<file path="config.mk">
export PLATFORM = sky130hd
export DESIGN_NAME = avc_law
export DESIGN_NICKNAME = d
export VERILOG_FILES = /design/src/rtl/approach_velocity_command_macros.svh /design/src/rtl/avc_pkg.sv /design/src/rtl/avc_law.sv
export SDC_FILE = /design/constraint.sdc
export NUM_CORES = 2
export LEC_CHECK = 0
export ABC_CLOCK_PERIOD_IN_PS = 20000
export BUFFER_PORTS_ARGS = -buffer_cell sky130_fd_sc_hd__buf_2
export CAP_MARGIN = 30
export CORE_UTILIZATION = 60
export DETAILED_ROUTE_END_ITERATION = 16
export HOLD_SLACK_MARGIN = 0.05
export PLACE_DENSITY = 0.76
export SYNTH_ARGS = -nofsm -noshare
export SYNTH_HDL_FRONTEND = slang
export SYNTH_SLANG_ARGS = --single-unit
</file>
<file path="constraint.sdc">
create_clock -name clk_i -period 20 [get_ports clk_i]
set_clock_uncertainty 0.05 [all_clocks]
set_input_delay 2 -clock clk_i [delete_from_list [all_inputs] [get_ports clk_i]]
set_output_delay 2 -clock clk_i [all_outputs]
set_load 0.05 [all_outputs]
</file>
<file path="src/rtl/approach_velocity_command_macros.svh">
// ----------------------------------------------------------------------------
// approach_velocity_command assertion macros
// Shared concurrent assertion forms, clocked on clk_i and disabled in reset.
// ----------------------------------------------------------------------------
`ifndef APPROACH_VELOCITY_COMMAND_MACROS_SVH
`define APPROACH_VELOCITY_COMMAND_MACROS_SVH

// Same-cycle implication
`define AVC_ASSERT_IMP(lbl, ante, cons, msg) \
  lbl: assert property (@(posedge clk_i) disable iff (!rst_ni) (ante) |-> (cons)) \
    else $error(msg);

// Next-cycle implication
`define AVC_ASSERT_NXT(lbl, ante, cons, msg) \
  lbl: assert property (@(posedge clk_i) disable iff (!rst_ni) (ante) |=> (cons)) \
    else $error(msg);

`endif

</file>
<file path="src/rtl/avc_pkg.sv">
// ----------------------------------------------------------------------------
// avc_pkg
// Types, constants and the arctangent table of the approach velocity command.
// ----------------------------------------------------------------------------
package avc_pkg;

  // Number of unrolled CORDIC stages (8 to 24)
  localparam int CORDIC_STAGES = 16;
  localparam int ATAN_ENTRIES  = 24;

  // CORDIC datapath width: |offset| < 2^24, times sqrt 2, times gain 1.647
  localparam int CW = 28;

  localparam logic [15:0] GAIN_COMP  = 16'd39797;  // 0.60725 in Q16
  localparam logic [14:0] TURN_GAIN  = 15'd30883;  // 1.2 rad/s per rad, binary angle
  localparam logic [14:0] STEER_GAIN = 15'd20589;  // 0.8 rad/s per rad, binary angle
  localparam logic [15:0] LIN_GAIN   = 16'd39322;  // 0.6 in Q16

  localparam logic [31:0] ATAN_TAB [ATAN_ENTRIES] = '{
    32'h20000000, 32'h12E4051E, 32'h09FB385B, 32'h051111D4,
    32'h028B0D43, 32'h0145D7E1, 32'h00A2F61E, 32'h00517C55,
    32'h0028BE53, 32'h00145F2F, 32'h000A2F98, 32'h000517CC,
    32'h00028BE6, 32'h000145F3, 32'h0000A2FA, 32'h0000517D,
    32'h000028BE, 32'h0000145F, 32'h00000A30, 32'h00000518,
    32'h0000028C, 32'h00000146, 32'h000000A3, 32'h00000051
  };

  // Register indexes of the configuration channel
  typedef enum logic [7:0] {
    REG_HALT_RADIUS = 8'd0,
    REG_SPIN_LIMIT  = 8'd1,
    REG_LIN_CAP     = 8'd2,
    REG_ANG_CAP     = 8'd3
  } cfg_reg_e;

  typedef struct packed {
    logic signed [CW-1:0] x;
    logic signed [CW-1:0] y;
    logic [31:0]          z;
    logic signed [15:0]   yaw;
  } cordic_t;

  typedef struct packed {
    logic [15:0] halt_radius;
    logic [14:0] spin_limit;
    logic [13:0] lin_cap;
    logic [14:0] ang_cap;
  } cfg_t;

endpackage

</file>
<file path="src/rtl/avc_law.sv">
// ----------------------------------------------------------------------------
// avc_law
// Distance scaling, heading error, case selection, gains and saturation.
// ----------------------------------------------------------------------------
module avc_law
  import avc_pkg::*;
(
  input  logic               clk_i,
  input  logic               rst_ni,
  input  cfg_t               cfg_i,
  input  logic               valid_i,
  output logic               ready_o,
  input  cordic_t            vec_i,
  output logic               valid_o,
  input  logic               ready_i,
  output logic               reached_o,
  output logic [13:0]        linear_speed_o,
  output logic signed [15:0] angular_speed_o
);

  // Stage 1: distance and heading error
  logic               v1_q, en1;
  logic [CW-2:0]      xp;
  logic [CW+15:0]     dprod;
  logic [31:0]        zr;
  logic [CW-2:0]      dist_d, dist_q;
  logic [15:0]        err_d, err_q;

  // Stage 2: case selection and magnitudes
  logic               v2_q, en2;
  logic               reached_d, reached2_q;
  logic               turn_d, turn_q;
  logic               sign2_q;
  logic [15:0]        amag_d, amag_q;
  logic [CW-2:0]      lin_op_d, lin_op_q;

  // Stage 3: gain products
  logic               v3_q, en3;
  logic               reached3_q, sign3_q;
  logic [30:0]        ang_p_q;
  logic [CW+15:0]     lin_p_q;
  logic [14:0]        gain;

  // Stage 4: rounding, saturation, output register
  logic               v4_q, en4;
  logic [30:0]        ang_s;
  logic [CW+15:0]     lin_s;
  logic [14:0]        ang_r, ang_c;
  logic [CW-2:0]      lin_r;
  logic [13:0]        lin_c;
  logic               reached4_q;
  logic [13:0]        lin4_q;
  logic signed [15:0] ang4_q;
  logic signed [15:0] ang_d;

  assign en4     = !v4_q || ready_i;
  assign en3     = !v3_q || en4;
  assign en2     = !v2_q || en3;
  assign en1     = !v1_q || en2;
  assign ready_o = en1;

  always_comb begin
    xp     = vec_i.x[CW-1] ? '0 : vec_i.x[CW-2:0];
    dprod  = (CW+16)'(xp) * (CW+16)'(GAIN_COMP) + (CW+16)'(32768);
    dist_d = dprod[CW+14:16];
    zr     = vec_i.z + 32'h00008000;
    err_d  = zr[31:16] - vec_i.yaw;
  end

  always_comb begin
    reached_d = dist_q <= (CW-1)'(cfg_i.halt_radius);
    amag_d    = err_q[15] ? 16'(-err_q) : err_q;
    turn_d    = amag_d > 16'(cfg_i.spin_limit);
    lin_op_d  = (reached_d || turn_d) ? '0 : dist_q - (CW-1)'(cfg_i.halt_radius);
  end

  assign gain = turn_q ? TURN_GAIN : STEER_GAIN;

  always_comb begin
    ang_s = ang_p_q + 31'd32768;
    lin_s = lin_p_q + (CW+16)'(32768);
    ang_r = ang_s[30:16];
    lin_r = lin_s[CW+14:16];
    lin_c = (lin_r > (CW-1)'(cfg_i.lin_cap)) ? cfg_i.lin_cap : lin_r[13:0];
    ang_c = (ang_r > cfg_i.ang_cap) ? cfg_i.ang_cap : ang_r;
    ang_d = sign3_q ? -$signed({1'b0, ang_c}) : $signed({1'b0, ang_c});
  end

  always_ff @(posedge clk_i or negedge rst_ni) begin
    if (!rst_ni) begin
      v1_q <= 1'b0;
      v2_q <= 1'b0;
      v3_q <= 1'b0;
      v4_q <= 1'b0;
    end else begin
      if (en1) v1_q <= valid_i;
      if (en2) v2_q <= v1_q;
      if (en3) v3_q <= v2_q;
      if (en4) v4_q <= v3_q;
    end
  end

  always_ff @(posedge clk_i) begin
    if (en1 && valid_i) begin
      dist_q <= dist_d;
      err_q  <= err_d;
    end
    if (en2 && v1_q) begin
      reached2_q <= reached_d;
      turn_q     <= turn_d;
      sign2_q    <= err_q[15];
      amag_q     <= reached_d ? '0 : amag_d;
      lin_op_q   <= lin_op_d;
    end
    if (en3 && v2_q) begin
      reached3_q <= reached2_q;
      sign3_q    <= sign2_q;
      ang_p_q    <= 31'(amag_q) * 31'(gain);
      lin_p_q    <= (CW+16)'(lin_op_q) * (CW+16)'(LIN_GAIN);
    end
    if (en4 && v3_q) begin
      reached4_q <= reached3_q;
      lin4_q     <= reached3_q ? '0 : lin_c;
      ang4_q     <= reached3_q ? '0 : ang_d;
    end
  end

  assign valid_o         = v4_q;
  assign reached_o       = reached4_q;
  assign linear_speed_o  = lin4_q;
  assign angular_speed_o = ang4_q;

endmodule

</file>
==> flow_summary.ini <==
[cts]
htree_num_levels = 4
cts_hold_buffers = 0
clock_sinks = 170
clockRootBuffer = clkbuf_16
insertion_delay_ns = 0.46
cts_resized = 0
post_cts_buffers = 0
cts_buffer_depth = 2
clk_pin_slew_worst_paths_ns = 0.06
tritoncts = done
numCtsBuffers = 17

[timing]
min_period_over_period_pct = 43.1
slew_violations = 0
tightestPinTransition_ns = 0.949
whs_ns = 0.440
final.setup.tns_ns = 0
setup_viol_count_final = 0
rsz0062_at_grt = no
relSlewSlack_pct = 36.7
hold_viol = 0
min_period_ns = 8.61
fmax_mhz = 116

[routing]
drc = 0
antenna_left = 0
vias = 21579
drt_pass1_iterations = 5
drt-total-wl_um = 64600
vias_per_cell = 5.30
drt_iter0_markers = 1225
wl_per_cell_um = 15.9

[placed_design]
dpl.hpwl_um = 56800
io_buffers = 157
place.gp.congestion = 0.985

[global_route]
antenna_found_initial = 2
grt_pass1_wl_um = 110000
grt-ovfl-total = 0
grt_pass1_vias = 23149
grt_max_degree = 64
globalRouteTotalUtil_pct = 25.8

[yosys]
syn_area_um2 = 30900
synth_edf_count = 166
yosysWarnings = 0
avgSynthCellArea_um2 = 9.55
synth_ff_type = edfxtp_1
synth_cells = 3241
ys_seq_area_share_pct = 16.4
synth_cell_type_count = 79
ys_seq_elements = 170
async_flop_share_pct = 2.35

[min_path]
min_path_type = reg -> reg

[floorplan]
row_count = 82
coreArea_um2 = 50500
ios = 201
die_x_um = 229
dieArea_um2 = 52500
die_h_um = 229
start_util_pct = 61.3

[worst_setup_path]
end_kind = register
crit_fanout = 63
crit_required_ns = 20.15
crit_type = in -> reg
cp.arrival_ns = 8.76
startpoint_type = input pin

[final_layout]
drive_above_1_share_pct = 7.28
area_growth_pct = 6.85
fin_nets = 4492

[status]
status = finished, final reports clean

[flow_run]
maxCapViolCount = 0
worst paths after layout:
kind / start / endpoint / slack [ns] / depth (start not counted)
worst max-delay path: vec_i[103] / dist_q[26]$_DFFE_PP_ / 11.39 / 24
worst min-delay path: v1_q$_DFFE_PN0N_ / v2_q$_DFFE_PN0P_ / 0.44 / 1
worst max register to register: turn_q$_DFFE_PP_ / ang_p_q[30]$_DFFE_PP_ / 12.76 / 24
worst min register to register: v1_q$_DFFE_PN0N_ / v2_q$_DFFE_PN0P_ / 0.44 / 1
max in group asynchronous: rst_ni / valid_o$_DFFE_PN0P_ / 18.50 / 1
min in group asynchronous: rst_ni / v1_q$_DFFE_PN0N_ / 1.29 / 1
worst max-delay path, stage by stage:
cell and delay [ns]:
buf_2 0.09, buf_4 0.30, nor2b_1 0.70, nand2_1 0.33, fa_1 0.57, inv_1 0.05, fa_1 0.55, fa_1 0.45
fa_1 0.55, inv_1 0.06, fa_1 0.53, inv_1 0.04, ha_1 0.33, nand4_1 0.11, a21oi_1 0.25, a21oi_1 0.11
o22ai_1 0.37, o21ai_1 0.21, a21oi_1 0.21, o2111ai_1 0.20, o21a_1 0.26, o21ai_1 0.21, a21oi_1 0.11, xnor2_1 0.15
area by class of cell:
cell class              instances  area, um^2
diodes                          1        2.50
clock buffers                  20         437
clock inverters                12         140
fillers                      3987       17400
inverters                     854        3210
multi-input cells            2173       22400
flip-flops and latches        170        5080
well taps                     672         841
repair buffers                166         906
cells in the mapped netlist (5+ instances only):
cell type / instances / area share (%)
a21o_1: 58 / 1.4
edfxtp_1: 166 / 16
o21ai_0: 59 / 0.95
mux2i_1: 14 / 0.45
a211oi_1: 5 / 0.12
o211ai_1: 6 / 0.15
xnor2_1: 153 / 4.3
o21bai_1: 11 / 0.27
and4_1: 6 / 0.17
a31oi_1: 10 / 0.20
and2_1: 32 / 0.65
nor4_1: 5 / 0.10
or3_1: 14 / 0.28
o22ai_1: 6 / 0.12
xor2_1: 68 / 1.9
fa_1: 399 / 26
o21ai_1: 6 / 0.097
and3_1: 15 / 0.30
nand3_1: 46 / 0.74
nand2b_1: 39 / 0.79
a21boi_0: 6 / 0.15
nor2b_1: 54 / 1.1
buf_2: 6 / 0.097
o31ai_1: 12 / 0.29
or4_1: 5 / 0.12
clkbuf_1: 44 / 0.53
ha_1: 543 / 22
inv_1: 854 / 10
nor3_1: 36 / 0.58
nand4_1: 27 / 0.55
nand2_1: 131 / 1.6
buf_6: 5 / 0.18
or2_2: 15 / 0.30
a21oi_1: 109 / 1.8
o21a_1: 23 / 0.56
a31o_2: 5 / 0.14
nor2_1: 166 / 2.0
a211oi_2: 13 / 0.53
registers in the layout, summed over array words and instances, names as in the netlist:
signal and flops:
sign3_q 1, ang_p_q 16, linear_speed_o 14, reached3_q 1, v2_q 1, lin_op_q 27, err_q 16, angular_speed_o 16
reached2_q 1, turn_q 1, valid_o 1, dist_q 27, sign2_q 1, v3_q 1, v1_q 1, amag_q 16
reached_o 1, lin_p_q 28
stage by stage:
stage               cell area, um^2  worst slack, ns  utilization, %  std cells
floorplan                     31000            11.87               -       3256
global placement              32400            11.03            64.2       4032
detailed placement            32500            10.94            64.3       4034
CTS                           33000            11.42            65.4       4066
global route                  33100            10.96            65.5       4067
finish                        33100            11.39            65.5       4068
per-layer routing:
| metal | vias to the layer above | wire [um] | track usage, % |
|---|---|---|---|
| li1 | 10589 | - | - |
| met2 | 488 | 31600 | 45.3 |
| met4 | 4 | 928 | 5.90 |
| met5 | - | 21 | 0 |
| met3 | 67 | 3230 | 3.22 |
| met1 | 10431 | 28800 | 33.8 |
logic make-up (layout without fill, tap and decap cells):
| kind of cell | Yosys count | after routing | share of synthesized area [%] |
|---|---|---|---|
| adder cells (fa/ha/maj) | 942 | 942 | 47.8 |
| buffers and inverters | 913 | 1052 | 11.2 |
| AND/OR/NAND/NOR | 610 | 610 | 9.85 |
| AO/OA/AOI/OAI | 369 | 369 | 7.95 |
| XOR/XNOR | 221 | 221 | 6.26 |
| flip-flops | 170 | 170 | 16.4 |
| multiplexers | 15 | 15 | 0.489 |
| other | 1 | 17 | 0.0121 |
layout by cell type (no fill, tap or decap), types with 12 or more instances in the layout:
master     instances
a21o_1            58
nor3_1            36
xnor2_1          153
or3_1             14
o31ai_1           12
conb_1            16
clkbuf_16         17
mux2i_1           14
nand4_1           27
nor2_1           166
nand2b_1          39
o21ai_0           59
inv_1            854
ha_1             543
nand2_1          131
a211oi_2          13
edfxtp_1         166
nand3_1           46
a21oi_1          109
nor2b_1           53
and3_1            15
o21a_1            23
xor2_1            68
or2_2             15
fa_1             399
buf_2            157
and2_1            29
Power is not shown: default switching activity piles up to over one toggle a cycle in this logic, so the estimate is an artifact.
