===== config.mk =====
export PLATFORM = sky130hd
export DESIGN_NAME = avc_delta
export DESIGN_NICKNAME = d
export VERILOG_FILES = /design/src/rtl/approach_velocity_command_macros.svh /design/src/rtl/avc_pkg.sv /design/src/rtl/avc_delta.sv
export SDC_FILE = /design/constraint.sdc
export NUM_CORES = 1
export LEC_CHECK = 0
export ABC_CLOCK_PERIOD_IN_PS = 3400
export BUFFER_PORTS_ARGS = -buffer_cell sky130_fd_sc_hd__buf_2
export CAP_MARGIN = 20
export CELL_PAD_IN_SITES_DETAIL_PLACEMENT = 0
export CELL_PAD_IN_SITES_GLOBAL_PLACEMENT = 1
export CORE_UTILIZATION = 38
export CTS_CLUSTER_DIAMETER = 80
export DETAILED_ROUTE_END_ITERATION = 12
export PLACE_DENSITY = 0.81
export REMOVE_ABC_BUFFERS = 1
export SETUP_SLACK_MARGIN = 0.1
export SLEW_MARGIN = 20
export SYNTH_ARGS = -nofsm -noshare
export SYNTH_HDL_FRONTEND = slang
export SYNTH_SLANG_ARGS = --single-unit

===== constraint.sdc =====
create_clock -name clk_i -period 3.4 [get_ports clk_i]
set_input_delay 0.34 -clock clk_i [delete_from_list [all_inputs] [get_ports clk_i]]
set_output_delay 0.34 -clock clk_i [all_outputs]
set_load 0.02 [all_outputs]

===== src/rtl/approach_velocity_command_macros.svh =====
// ----------------------------------------------------------------------------
// approach_velocity_command assertion macros
// Shared concurrent assertion forms, clocked on clk_i and disabled in reset.
// ----------------------------------------------------------------------------
`ifndef APPROACH_VELOCITY_COMMAND_MACROS_SVH
`define APPROACH_VELOCITY_COMMAND_MACROS_SVH

// Same-cycle implication
`define AVC_ASSERT_IMP(lbl, ante, cons, msg) \
  lbl: assert property (@(posedge clk_i) disable iff (!rst_ni) (ante) |-> (cons)) \
    else $error(msg);

// Next-cycle implication
`define AVC_ASSERT_NXT(lbl, ante, cons, msg) \
  lbl: assert property (@(posedge clk_i) disable iff (!rst_ni) (ante) |=> (cons)) \
    else $error(msg);

`endif


===== src/rtl/avc_pkg.sv =====
// ----------------------------------------------------------------------------
// avc_pkg
// Types, constants and the arctangent table of the approach velocity command.
// ----------------------------------------------------------------------------
package avc_pkg;

  // Number of unrolled CORDIC stages (8 to 24)
  localparam int CORDIC_STAGES = 16;
  localparam int ATAN_ENTRIES  = 24;

  // CORDIC datapath width: |offset| < 2^24, times sqrt 2, times gain 1.647
  localparam int CW = 28;

  localparam logic [15:0] GAIN_COMP  = 16'd39797;  // 0.60725 in Q16
  localparam logic [14:0] TURN_GAIN  = 15'd30883;  // 1.2 rad/s per rad, binary angle
  localparam logic [14:0] STEER_GAIN = 15'd20589;  // 0.8 rad/s per rad, binary angle
  localparam logic [15:0] LIN_GAIN   = 16'd39322;  // 0.6 in Q16

  localparam logic [31:0] ATAN_TAB [ATAN_ENTRIES] = '{
    32'h20000000, 32'h12E4051E, 32'h09FB385B, 32'h051111D4,
    32'h028B0D43, 32'h0145D7E1, 32'h00A2F61E, 32'h00517C55,
    32'h0028BE53, 32'h00145F2F, 32'h000A2F98, 32'h000517CC,
    32'h00028BE6, 32'h000145F3, 32'h0000A2FA, 32'h0000517D,
    32'h000028BE, 32'h0000145F, 32'h00000A30, 32'h00000518,
    32'h0000028C, 32'h00000146, 32'h000000A3, 32'h00000051
  };

  // Register indexes of the configuration channel
  typedef enum logic [7:0] {
    REG_HALT_RADIUS = 8'd0,
    REG_SPIN_LIMIT  = 8'd1,
    REG_LIN_CAP     = 8'd2,
    REG_ANG_CAP     = 8'd3
  } cfg_reg_e;

  typedef struct packed {
    logic signed [CW-1:0] x;
    logic signed [CW-1:0] y;
    logic [31:0]          z;
    logic signed [15:0]   yaw;
  } cordic_t;

  typedef struct packed {
    logic [15:0] halt_radius;
    logic [14:0] spin_limit;
    logic [13:0] lin_cap;
    logic [14:0] ang_cap;
  } cfg_t;

endpackage


===== src/rtl/avc_delta.sv =====
// ----------------------------------------------------------------------------
// avc_delta
// Offset from robot to target, folded into the right half plane.
// ----------------------------------------------------------------------------
module avc_delta
  import avc_pkg::*;
(
  input  logic               clk_i,
  input  logic               rst_ni,
  input  logic               valid_i,
  output logic               ready_o,
  input  logic signed [23:0] robot_x_i,
  input  logic signed [23:0] robot_y_i,
  input  logic signed [15:0] robot_heading_i,
  input  logic signed [23:0] target_x_i,
  input  logic signed [23:0] target_y_i,
  output logic               valid_o,
  input  logic               ready_i,
  output cordic_t            vec_o
);

  logic              valid_q;
  logic              en;
  logic signed [24:0] dx, dy;
  logic signed [CW-1:0] dx_ext, dy_ext;
  cordic_t           vec_d, vec_q;

  assign en      = !valid_q || ready_i;
  assign ready_o = en;

  always_comb begin
    dx     = {target_x_i[23], target_x_i} - {robot_x_i[23], robot_x_i};
    dy     = {target_y_i[23], target_y_i} - {robot_y_i[23], robot_y_i};
    dx_ext = {{(CW-25){dx[24]}}, dx};
    dy_ext = {{(CW-25){dy[24]}}, dy};
    vec_d.yaw = robot_heading_i;
    // Turn a left-half-plane vector by pi
    if (dx[24]) begin
      vec_d.x = -dx_ext;
      vec_d.y = -dy_ext;
      vec_d.z = 32'h80000000;
    end else begin
      vec_d.x = dx_ext;
      vec_d.y = dy_ext;
      vec_d.z = '0;
    end
  end

  always_ff @(posedge clk_i or negedge rst_ni) begin
    if (!rst_ni) begin
      valid_q <= 1'b0;
    end else if (en) begin
      valid_q <= valid_i;
    end
  end

  always_ff @(posedge clk_i) begin
    if (en && valid_i) begin
      vec_q <= vec_d;
    end
  end

  assign valid_o = valid_q;
  assign vec_o   = vec_q;

endmodule


==> impl_metrics.ini, run 1 <==
[synth]
ys.flop_type = edfxtp_1
synth-async-reset-ratio_pct = 1.35
yosysTopAreaCell = edfxtp_1
synth-seq-cells = 74
ys_seq_area_share_pct = 33.1
netlist_area_um2 = 6690
avgSynthCellArea_um2 = 8.98
synth.area.top_cells = edfxtp_1 (33%), ha_1 (9.4%), xnor2_1 (5.5%)
yosysWarnings = 0
synth_top_area_share_pct = 32.8
syn-instance-count = 745
synth-edff-count = 73
ys_types = 86

[cts]
cts_buffers = 9
cts.reportedPaths.clkPinSlew_ns = 0.06
clkSinkCount = 74
insertion_delay_ns = 0.34
cts_buffer_depth = 2
h-tree-depth = 3
cts.repair_timing.setup_buffer_count = 0
clock-root-buffer = clkbuf_16
cts_tree = yes
cts_resized = 0

[detailed_routing]
wl_per_cell_um = 13.9
via_per_inst = 5.01
routed-via-count = 5967
wirelength_um = 16500
dr.first_iter.drc_count = 259
drtAntennaViolNets = 0
drt_pass1_iterations = 4
drc_errors = 0

[floorplanning]
initial_utilization_pct = 38.8
core-area_um2 = 17200
die_x_um = 135
placementRows = 48
ios = 222
die_area_um2 = 18100
die_h_um = 135

[hold_path]
min_from = robot_heading_i[1]
hold_class = in2reg
hold_end = vec_o[1]
hold_path_depth = 1

[power_and_ir_drop]
combPwrFrac_pct = 40.0
p_int_w = 0.00232
power.share.sequential_pct = 33.3
p_sw_share_pct = 35.8
clkPwrFrac_pct = 26.8
power_per_cell_area_nw_per_um2 = 437
p_switching_w = 0.00130
p_leak_nw = 3.79
vdd_ir_drop_max_v = 0.000199

[sta]
finalClockSkew_ns = 0.00724
fin_crit_sh_pct = 90.0
hold_viol = 0
max-slew-margin-rel_pct = 37.3
fin_crit_ns = 3.06
tightest_slew_ns = 0.940
setup_viol = 0
fmax_mhz = 327
rsz0062_at_grt = no
finalSetupTns_ns = 0
slew_viol_final = 0

[cells_and_area]
final_cell_mix = buf_2 (190), edfxtp_1 (73), inv_1 (64), nand2_1 (58), a21oi_1 (57)
finish.utilization_pct = 48.1
antenna_cells = 0
final_common_cell = buf_2
drive_gt1_share_pct = 28.5
nFillCells = 1717
area_delta_synth_final_pct = 23.9
fin_nets = 1129

[global_routing]
grt_pass1_vias = 5435
grt_use_total_pct = 17.9
antenna_found_initial = 0
grt_max_degree = 74
gr-total-overflow = 0
grt_pass1_wl_um = 26000

[worst_setup_path]
critPathMaxFanout = 4
reg2reg_to = vec_o[64]
worstPathArrival_ns = 3.14
ff2ff_path_depth = 2
worstSetupPathType = in2reg
worstPathRequired_ns = 3.48
critPathLaunchType = input port
reg2reg_slack_ns = 1.73
worstReg2RegStart = valid_o
endpoint_kind = flip-flop

[placement]
io_buffers = 190
dp_hpwl_um = 13400
place_congestion = 0.857

[flow_run]
cap_violations = 0

[status]
outcome = finished clean
-- critical path, cell delays in order --
cell      delay, ns
buf_2          0.10
ha_1           0.23
fa_1           0.41
nand2b_1       0.20
a21oi_1        0.21
o21ai_0        0.17
a21oi_1        0.22
o32ai_1        0.15
or3b_1         0.43
and4bb_1       0.37
a41oi_1        0.15
xnor2_1        0.17
-- cells by family (layout without fill, tap and decap cells) --
family | Yosys count | in the layout | synth area share, %
and+or+nand+nor | 224 | 224 | 18.0
AOI/OAI and AO/OA | 211 | 211 | 21.5
buffers and inverters | 115 | 303 | 8.42
DFF | 74 | 74 | 33.1
xor gates and xnor gates | 65 | 65 | 8.51
adders and majority gates | 52 | 52 | 9.95
muxes | 3 | 3 | 0.449
other | 1 | 34 | 0.0561
-- per-stage QoR --
stage          area, um2  total power, W  hold WS [ns]  cells  setup WS, ns
6_report            8290         0.00362         0.171   1191         0.340
5_1_grt             8290         0.00382         0.162   1191         0.134
4_1_cts             8290         0.00365         0.156   1191         0.396
3_5_place_dp        7980         0.00267         0.115   1174        0.0282
3_3_place_gp        7980         0.00265         0.115   1174        0.0788
2_1_floorplan       6490         0.00223        0.0444    727         0.288
-- worst max path at each step --
stage	cells after the start	startpoint	end	slack, ns
after global routing	13	target_y_i[0]	vec_o[73]	0.13
after floorplan	12	target_x_i[0]	vec_o[73]	0.29
final	12	robot_x_i[0]	vec_o[98]	0.34
after CTS	12	robot_y_i[0]	vec_o[73]	0.40
after detailed placement	12	robot_y_i[0]	vec_o[73]	0.03
after global placement	14	target_y_i[0]	vec_o[73]	0.08
-- metal layers --
metal,part of all wire (%),global-route usage [%]
met3,3.9,1.88
met1,44,21.8
met5,0,0
met2,49,32.2
met4,2.6,7.30
-- timing repair --
action,CTS,global route
hold buffers,1,0
hold endpoints to repair,1,0
setup endpoints to repair,0,0
-- registers in the layout, summed over array words and instances (netlist names) --
name,count
vec_o,73
valid_o,1
-- Yosys cell counts, types with 3 or more instances --
cell type  instances
a211oi_1           7
a21boi_0           3
a21o_1            24
a21oi_1           57
a21oi_2            5
a311oi_1           4
a31o_2             3
a31oi_1           12
and2_1             9
and3_1             8
buf_2              6
buf_4             31
clkbuf_1          13
edfxtp_1          73
ha_1              50
inv_1             64
mux2i_1            3
nand2_1           58
nand2b_1          11
nand3_1           12
nand4_1           11
nor2_1            52
nor2b_1            5
nor3_1            18
nor3b_1            3
o211ai_1           7
o21a_1             6
o21ai_0           31
o21ai_1            8
o21bai_1           3
o31a_1             4
o31ai_1            4
or2_2              4
or3_1              5
xnor2_1           42
xor2_1            23
-- final cells by class --
type | instances | area [um2] | share of cell area [%]
Sequential cell | 74 | 2220 | 26.7
Tap cell | 225 | 282 | 3.40
Timing Repair Buffer | 223 | 1210 | 14.6
Clock inverter | 6 | 71.3 | 0.860
Multi-Input combinational cell | 589 | 4040 | 48.7
Clock buffer | 10 | 229 | 2.76
Inverter | 64 | 240 | 2.90
-- power by group through the flow --
stage	Combinational, W	Clock [W]	Sequential, W
2_1_floorplan	0.000862	0	0.00137
3_3_place_gp	0.00143	0	0.00122
3_5_place_dp	0.00144	0	0.00122
4_1_cts	0.00145	0.000989	0.00121
5_1_grt	0.00159	0.00102	0.00121
6_report	0.00145	0.000970	0.00120
No activity file was read; power rests on OpenSTA's default activity.
==> run 2, diff against run 1 <==
--- a/config.mk
+++ b/config.mk
@@ -11,9 +11,11 @@
 export CELL_PAD_IN_SITES_DETAIL_PLACEMENT = 0
 export CELL_PAD_IN_SITES_GLOBAL_PLACEMENT = 1
 export CORE_UTILIZATION = 38
+export CTS_BUF_LIST = sky130_fd_sc_hd__clkbuf_4
 export CTS_CLUSTER_DIAMETER = 80
 export DETAILED_ROUTE_END_ITERATION = 12
 export PLACE_DENSITY = 0.81
+export RECOVER_POWER = 100
 export REMOVE_ABC_BUFFERS = 1
 export SETUP_SLACK_MARGIN = 0.1
 export SLEW_MARGIN = 20
==> run 2 against run 1 <==
  * The flow now finishes with violations (max-capacitance violations, max-slew violations)
  * Highest routed layer unchanged
  * Critical path depth is the same
  * Sequential cell count is the same
  * Worst hold slack lost 0.084 ns
  * Clock power shrank 40%
  * Die area is the same
==> impl_metrics.ini, run 2 (synthesis gave the netlist of run 1 again) <==
[status]
outcome = finished with violations
violations = max-capacitance violations, max-slew violations

[detailed_routing]
dr.first_iter.drc_count = 301
wirelength_um = 16500
drt_pass1_iterations = 4
drc_errors = 0
drtAntennaViolNets = 0
routed-via-count = 5926
via_per_inst = 4.97
wl_per_cell_um = 13.9

[sta]
finalClockSkew_ns = 0.0144
fin_crit_sh_pct = 90.1
max-slew-margin-rel_pct = -10.3
fmax_mhz = 327
hold_viol = 0
fin_hold_ws_ns = 0.0870
rsz0062_at_grt = no
fin_crit_ns = 3.06
tightest_slew_ns = 1.65
setup_viol = 0
slew_viol_final = 74
finalSetupTns_ns = 0

[worst_setup_path]
reg2reg_slack_ns = 1.19
worstReg2RegStart = valid_o
critPathLaunchType = input port
critPathMaxFanout = 31
reg2reg_to = vec_o[64]
crit_start = robot_x_i[0]
worstPathRequired_ns = 3.56
setup.worst_path.end = vec_o[67]
endpoint_kind = flip-flop
ff2ff_path_depth = 2
worstPathArrival_ns = 3.23
worstSetupPathType = in2reg

[cts]
cts_buffer_depth = 2
cts.repair_timing.setup_buffer_count = 0
clock-root-buffer = clkbuf_4
insertion_delay_ns = 0.41
cts_tree = yes
h-tree-depth = 3
cts.reportedPaths.clkPinSlew_ns = 0.13
cts_resized = 0
cts_buffers = 9
clkSinkCount = 74

[floorplanning]
die_h_um = 135
ios = 222
die_area_um2 = 18100
placementRows = 48
core-area_um2 = 17200
die_x_um = 135
initial_utilization_pct = 38.8

[cells_and_area]
final_cell_mix = buf_2 (113), clkbuf_1 (78), edfxtp_1 (73), inv_1 (64), nand2_1 (58)
largest_register_ffs = 73
finish.utilization_pct = 46.4
final_common_cell = buf_2
drive_gt1_share_pct = 20.3
nFillCells = 1773
fin_nets = 1129
area_delta_synth_final_pct = 19.5
finalNonFillerCells = 1192

[power_and_ir_drop]
power_per_cell_area_nw_per_um2 = 398
vdd_ir_drop_max_v = 0.000167
p_total_w = 0.00319
p_leak_nw = 3.50

[placement]
io_buffers = 190
dp.cells = 1174
place_congestion = 0.857
dp_hpwl_um = 13400

[global_routing]
grt_use_total_pct = 17.8
grt_pass1_vias = 5432
antenna_found_initial = 1
grt_pass1_wl_um = 26000
gr-total-overflow = 0
grt_max_degree = 74

[flow_run]
cap_violations = 1

[hold_path]
hold_class = in2reg
## run 2: changes by cell type in the layout (fill, tap and decap cells not counted), moves of 2 or more
cell       change
buf_2         -77
clkbuf_1      +77
clkbuf_16      -9
clkbuf_4      +10
o21ai_0        +3
o21ai_1        -2
## run 2: where the power goes
part | total, W | internal [W] | switching, W
sequential | 0.00121 | 0.00118 | 0.0000310
clock | 0.000578 | 0.000240 | 0.000338
combinational | 0.00140 | 0.000533 | 0.000868
## run 2: worst max-delay path: stages
cell and delay (ns):
buf_2 0.10, ha_1 0.23, fa_1 0.41, nand2b_1 0.20
a21oi_1 0.21, o21ai_0 0.17, a21oi_1 0.38, a311o_2 0.23
o22a_2 0.13, clkbuf_2 0.51, a21oi_1 0.13, xnor2_1 0.18
## run 2: stage by stage
step | instance area (um2) | worst slack [ns]
3_3_place_gp | 7980 | 0.0788
2_1_floorplan | 6490 | 0.288
3_5_place_dp | 7980 | 0.0282
6_report | 8000 | 0.337
4_1_cts | 8140 | 0.512
5_1_grt | 8000 | 0.144
## run 2: how the worst min path moves through the flow
stage,startpoint,end,depth (start not counted)
after floorplan,rst_ni,valid_o,0
after detailed placement,rst_ni,valid_o,1
after global routing,robot_heading_i[15],vec_o[15],1
after CTS,robot_heading_i[1],vec_o[1],1
after global placement,rst_ni,valid_o,1
final,robot_heading_i[1],vec_o[1],1
## run 2: timing repair
item / in CTS / in global routing
endpoints found under the setup margin: 0 / 0
hold buffers: 1 / 0
hold endpoints to repair: 1 / 0
## run 2: per-layer routing
metal	track usage, %	wire length, um
met1	21.8	7340
met2	32.3	8210
met3	1.88	613
met4	6.49	382
met5	0	0
## run 2: area by class of cell
cell class	count	area [um2]	share of cell area, %
Timing Repair Buffer	223	1100	13.7
Antenna cell	1	2.50	0.0313
Clock inverter	6	71.3	0.892
Clock buffer	10	75.1	0.939
Sequential cell	74	2220	27.7
Inverter	64	240	3.00
Multi-Input combinational cell	589	4010	50.1
Tap cell	225	282	3.52
==> run 3, diff against run 2 <==
--- a/config.mk
+++ b/config.mk
@@ -6,7 +6,6 @@
 export NUM_CORES = 1
 export LEC_CHECK = 0
 export ABC_CLOCK_PERIOD_IN_PS = 3400
-export BUFFER_PORTS_ARGS = -buffer_cell sky130_fd_sc_hd__buf_2
 export CAP_MARGIN = 20
 export CELL_PAD_IN_SITES_DETAIL_PLACEMENT = 0
 export CELL_PAD_IN_SITES_GLOBAL_PLACEMENT = 1
@@ -14,7 +13,8 @@
 export CTS_BUF_LIST = sky130_fd_sc_hd__clkbuf_4
 export CTS_CLUSTER_DIAMETER = 80
 export DETAILED_ROUTE_END_ITERATION = 12
-export PLACE_DENSITY = 0.81
+export DONT_BUFFER_PORTS = 1
+export PLACE_DENSITY = 0.66
 export RECOVER_POWER = 100
 export REMOVE_ABC_BUFFERS = 1
 export SETUP_SLACK_MARGIN = 0.1
==> run 3 against run 2 <==
  * Highest routed layer unchanged
  * Clock-buffer cell count shrank 1
  * Fmax grew 3.2%
  * Largest power group is now registers
  * Utilization shrank 4.2 points
  * Critical path depth is the same
  * Combinational power shrank 19%
  * The run still ends with max-capacitance violations, max-slew violations left
  * Die area is the same
==> impl_metrics.ini, run 3 (synthesis gave the netlist of run 1 again) <==
[floorplanning]
initial_utilization_pct = 38.8
die_x_um = 135
die_h_um = 135
ios = 222
placementRows = 48
core-area_um2 = 17200
die_area_um2 = 18100

[sta]
finalClockSkew_ns = 0.0103
rsz0062_at_grt = no
hold_viol = 0
fin_crit_ns = 2.97
tightest_slew_ns = 1.69
fmax_mhz = 337
setup_viol = 0
slew_viol_final = 74
fin_crit_sh_pct = 87.3
max-slew-margin-rel_pct = -12.9

[worst_setup_path]
critPathMaxFanout = 4
cpPeakStageDelay_ns = 0.40
endpoint_kind = flip-flop
worstReg2RegStart = valid_o
slowest_stage = fa_1
crit_start = target_x_i[0]
worstPathRequired_ns = 3.63
critPathLaunchType = input port
path_buf_inv = 1
cp_top_family = simple AND/OR/NAND/NOR gates
cp_cell_sequence = inv_1 > ha_1 > fa_1 > nand2b_1 > a21o_1 > a21oi_2 > nor2_1 > o221ai_1 > nor4b_2 > and4bb_1 > nand3_1 > nor4_1
worstPathArrival_ns = 3.20
worstSetupPathType = in2reg

[power_and_ir_drop]
power.share.sequential_pct = 44.3
combPwrFrac_pct = 36.8
p_leak_nw = 2.99
p_sw_share_pct = 39.4
vdd_ir_drop_max_v = 0.000190
p_int_w = 0.00188
clkPwrFrac_pct = 18.9
power_per_cell_area_nw_per_um2 = 428
p_switching_w = 0.00122

[cells_and_area]
final_common_cell = edfxtp_1
largest_register_ffs = 73
finish.utilization_pct = 42.1
final_cell_mix = edfxtp_1 (73), inv_1 (64), nand2_1 (58), a21oi_1 (57), nor2_1 (52)
fin_nets = 948
nFillCells = 1740
area_delta_synth_final_pct = 8.57
postLayoutCellArea_um2 = 7260
finalNonFillerCells = 1011
drive_gt1_share_pct = 9.68

[global_routing]
grt_pass1_vias = 5135
gr-total-overflow = 0
grt_pass1_wl_um = 26000
grt_use_total_pct = 18.1
antenna_found_initial = 1
grt_max_degree = 74

[detailed_routing]
drc_errors = 0
wl_met1_um = 7070
routed.top_layer = met4
wl_met3_um = 669
dr.first_iter.drc_count = 312
routed-via-count = 5391
drtAntennaViolNets = 0
via_per_inst = 5.33
wirelength_um = 16700
wl_per_cell_um = 16.5
dr_wl_met2_um = 8680
drt_pass1_iterations = 5

[status]
violations = max-capacitance violations, max-slew violations
outcome = finished with violations

[placement]
io_buffers = 0
post_dp_cell_area_um2 = 6970
dp.cells = 976
dp_hpwl_um = 13400
place_congestion = 0.823

[hold_path]
hold_class = in2async

[cts]
cts_tree = yes
clock-root-buffer = clkbuf_4
h-tree-depth = 3
cts_buffer_depth = 2
cts.repair_timing.setup_buffer_count = 0
cts_buffers = 9
insertion_delay_ns = 0.42
cts.reportedPaths.clkPinSlew_ns = 0.14
clkSinkCount = 74

[flow_run]
cap_violations = 1
-- run 3: cell types whose count changed in the layout (fill, tap and decap cells not counted), moves of 8 or more --
cell           before  now
clkbuf_1           78    1
buf_2             113    0
dlygate4sd3_1       1   18
buf_4              30   22
-- run 3: final timing paths --
path | depth (start not counted) | slack, ns | endpoint
max | 12 | 0.43 | vec_o[100]
min | 1 | 0.11 | valid_o
max reg2reg | 2 | 0.84 | vec_o[85]
min reg2reg | 2 | 0.87 | valid_o
max in group asynchronous | 1 | 3.19 | valid_o
min in group clk_i | 2 | 0.25 | vec_o[76]
-- run 3: layout make-up --
type / count / area (um2) / area share, %
Antenna cell: 1 / 2.50 / 0.0345
Clock buffer: 9 / 67.6 / 0.930
Clock inverter: 7 / 80.1 / 1.10
Inverter: 64 / 240 / 3.31
Multi-Input combinational cell: 589 / 4020 / 55.3
Sequential cell: 74 / 2220 / 30.5
Tap cell: 225 / 282 / 3.88
Timing Repair Buffer: 42 / 354 / 4.88
-- run 3: routing by layer --
metal | GRT usage [%] | up-vias
li1 | - | 2742
met1 | 21.7 | 2480
met2 | 33.4 | 154
met3 | 2.36 | 15
met4 | 5.56 | 0
met5 | 0 | -
-- run 3: power by group through the flow --
| stage | Clock (W) | Combinational, W | Sequential (W) |
|---|---|---|---|
| floorplan | 0 | 0.000862 | 0.00137 |
| global placement | 0 | 0.00112 | 0.00140 |
| detailed placement | 0 | 0.00113 | 0.00140 |
| CTS | 0.000619 | 0.00116 | 0.00138 |
| global route | 0.000654 | 0.00127 | 0.00138 |
| finish | 0.000588 | 0.00114 | 0.00138 |
-- run 3: through the flow --
step                setup slack [ns]  hold slack (ns)  TNS (ns)  total power (W)
finish                         0.432            0.108         0          0.00311
CTS                            0.469           0.0595         0          0.00316
detailed placement          -0.00419           0.0444  -0.00419          0.00253
global placement              0.0620           0.0444         0          0.00252
global route                   0.224           0.0534         0          0.00331
floorplan                      0.288           0.0444         0          0.00223
-- run 3: timing repair --
item	in CTS	in global routing
gates resized for setup	0	0
hold buffers	18	0
hold endpoints to repair	18	0
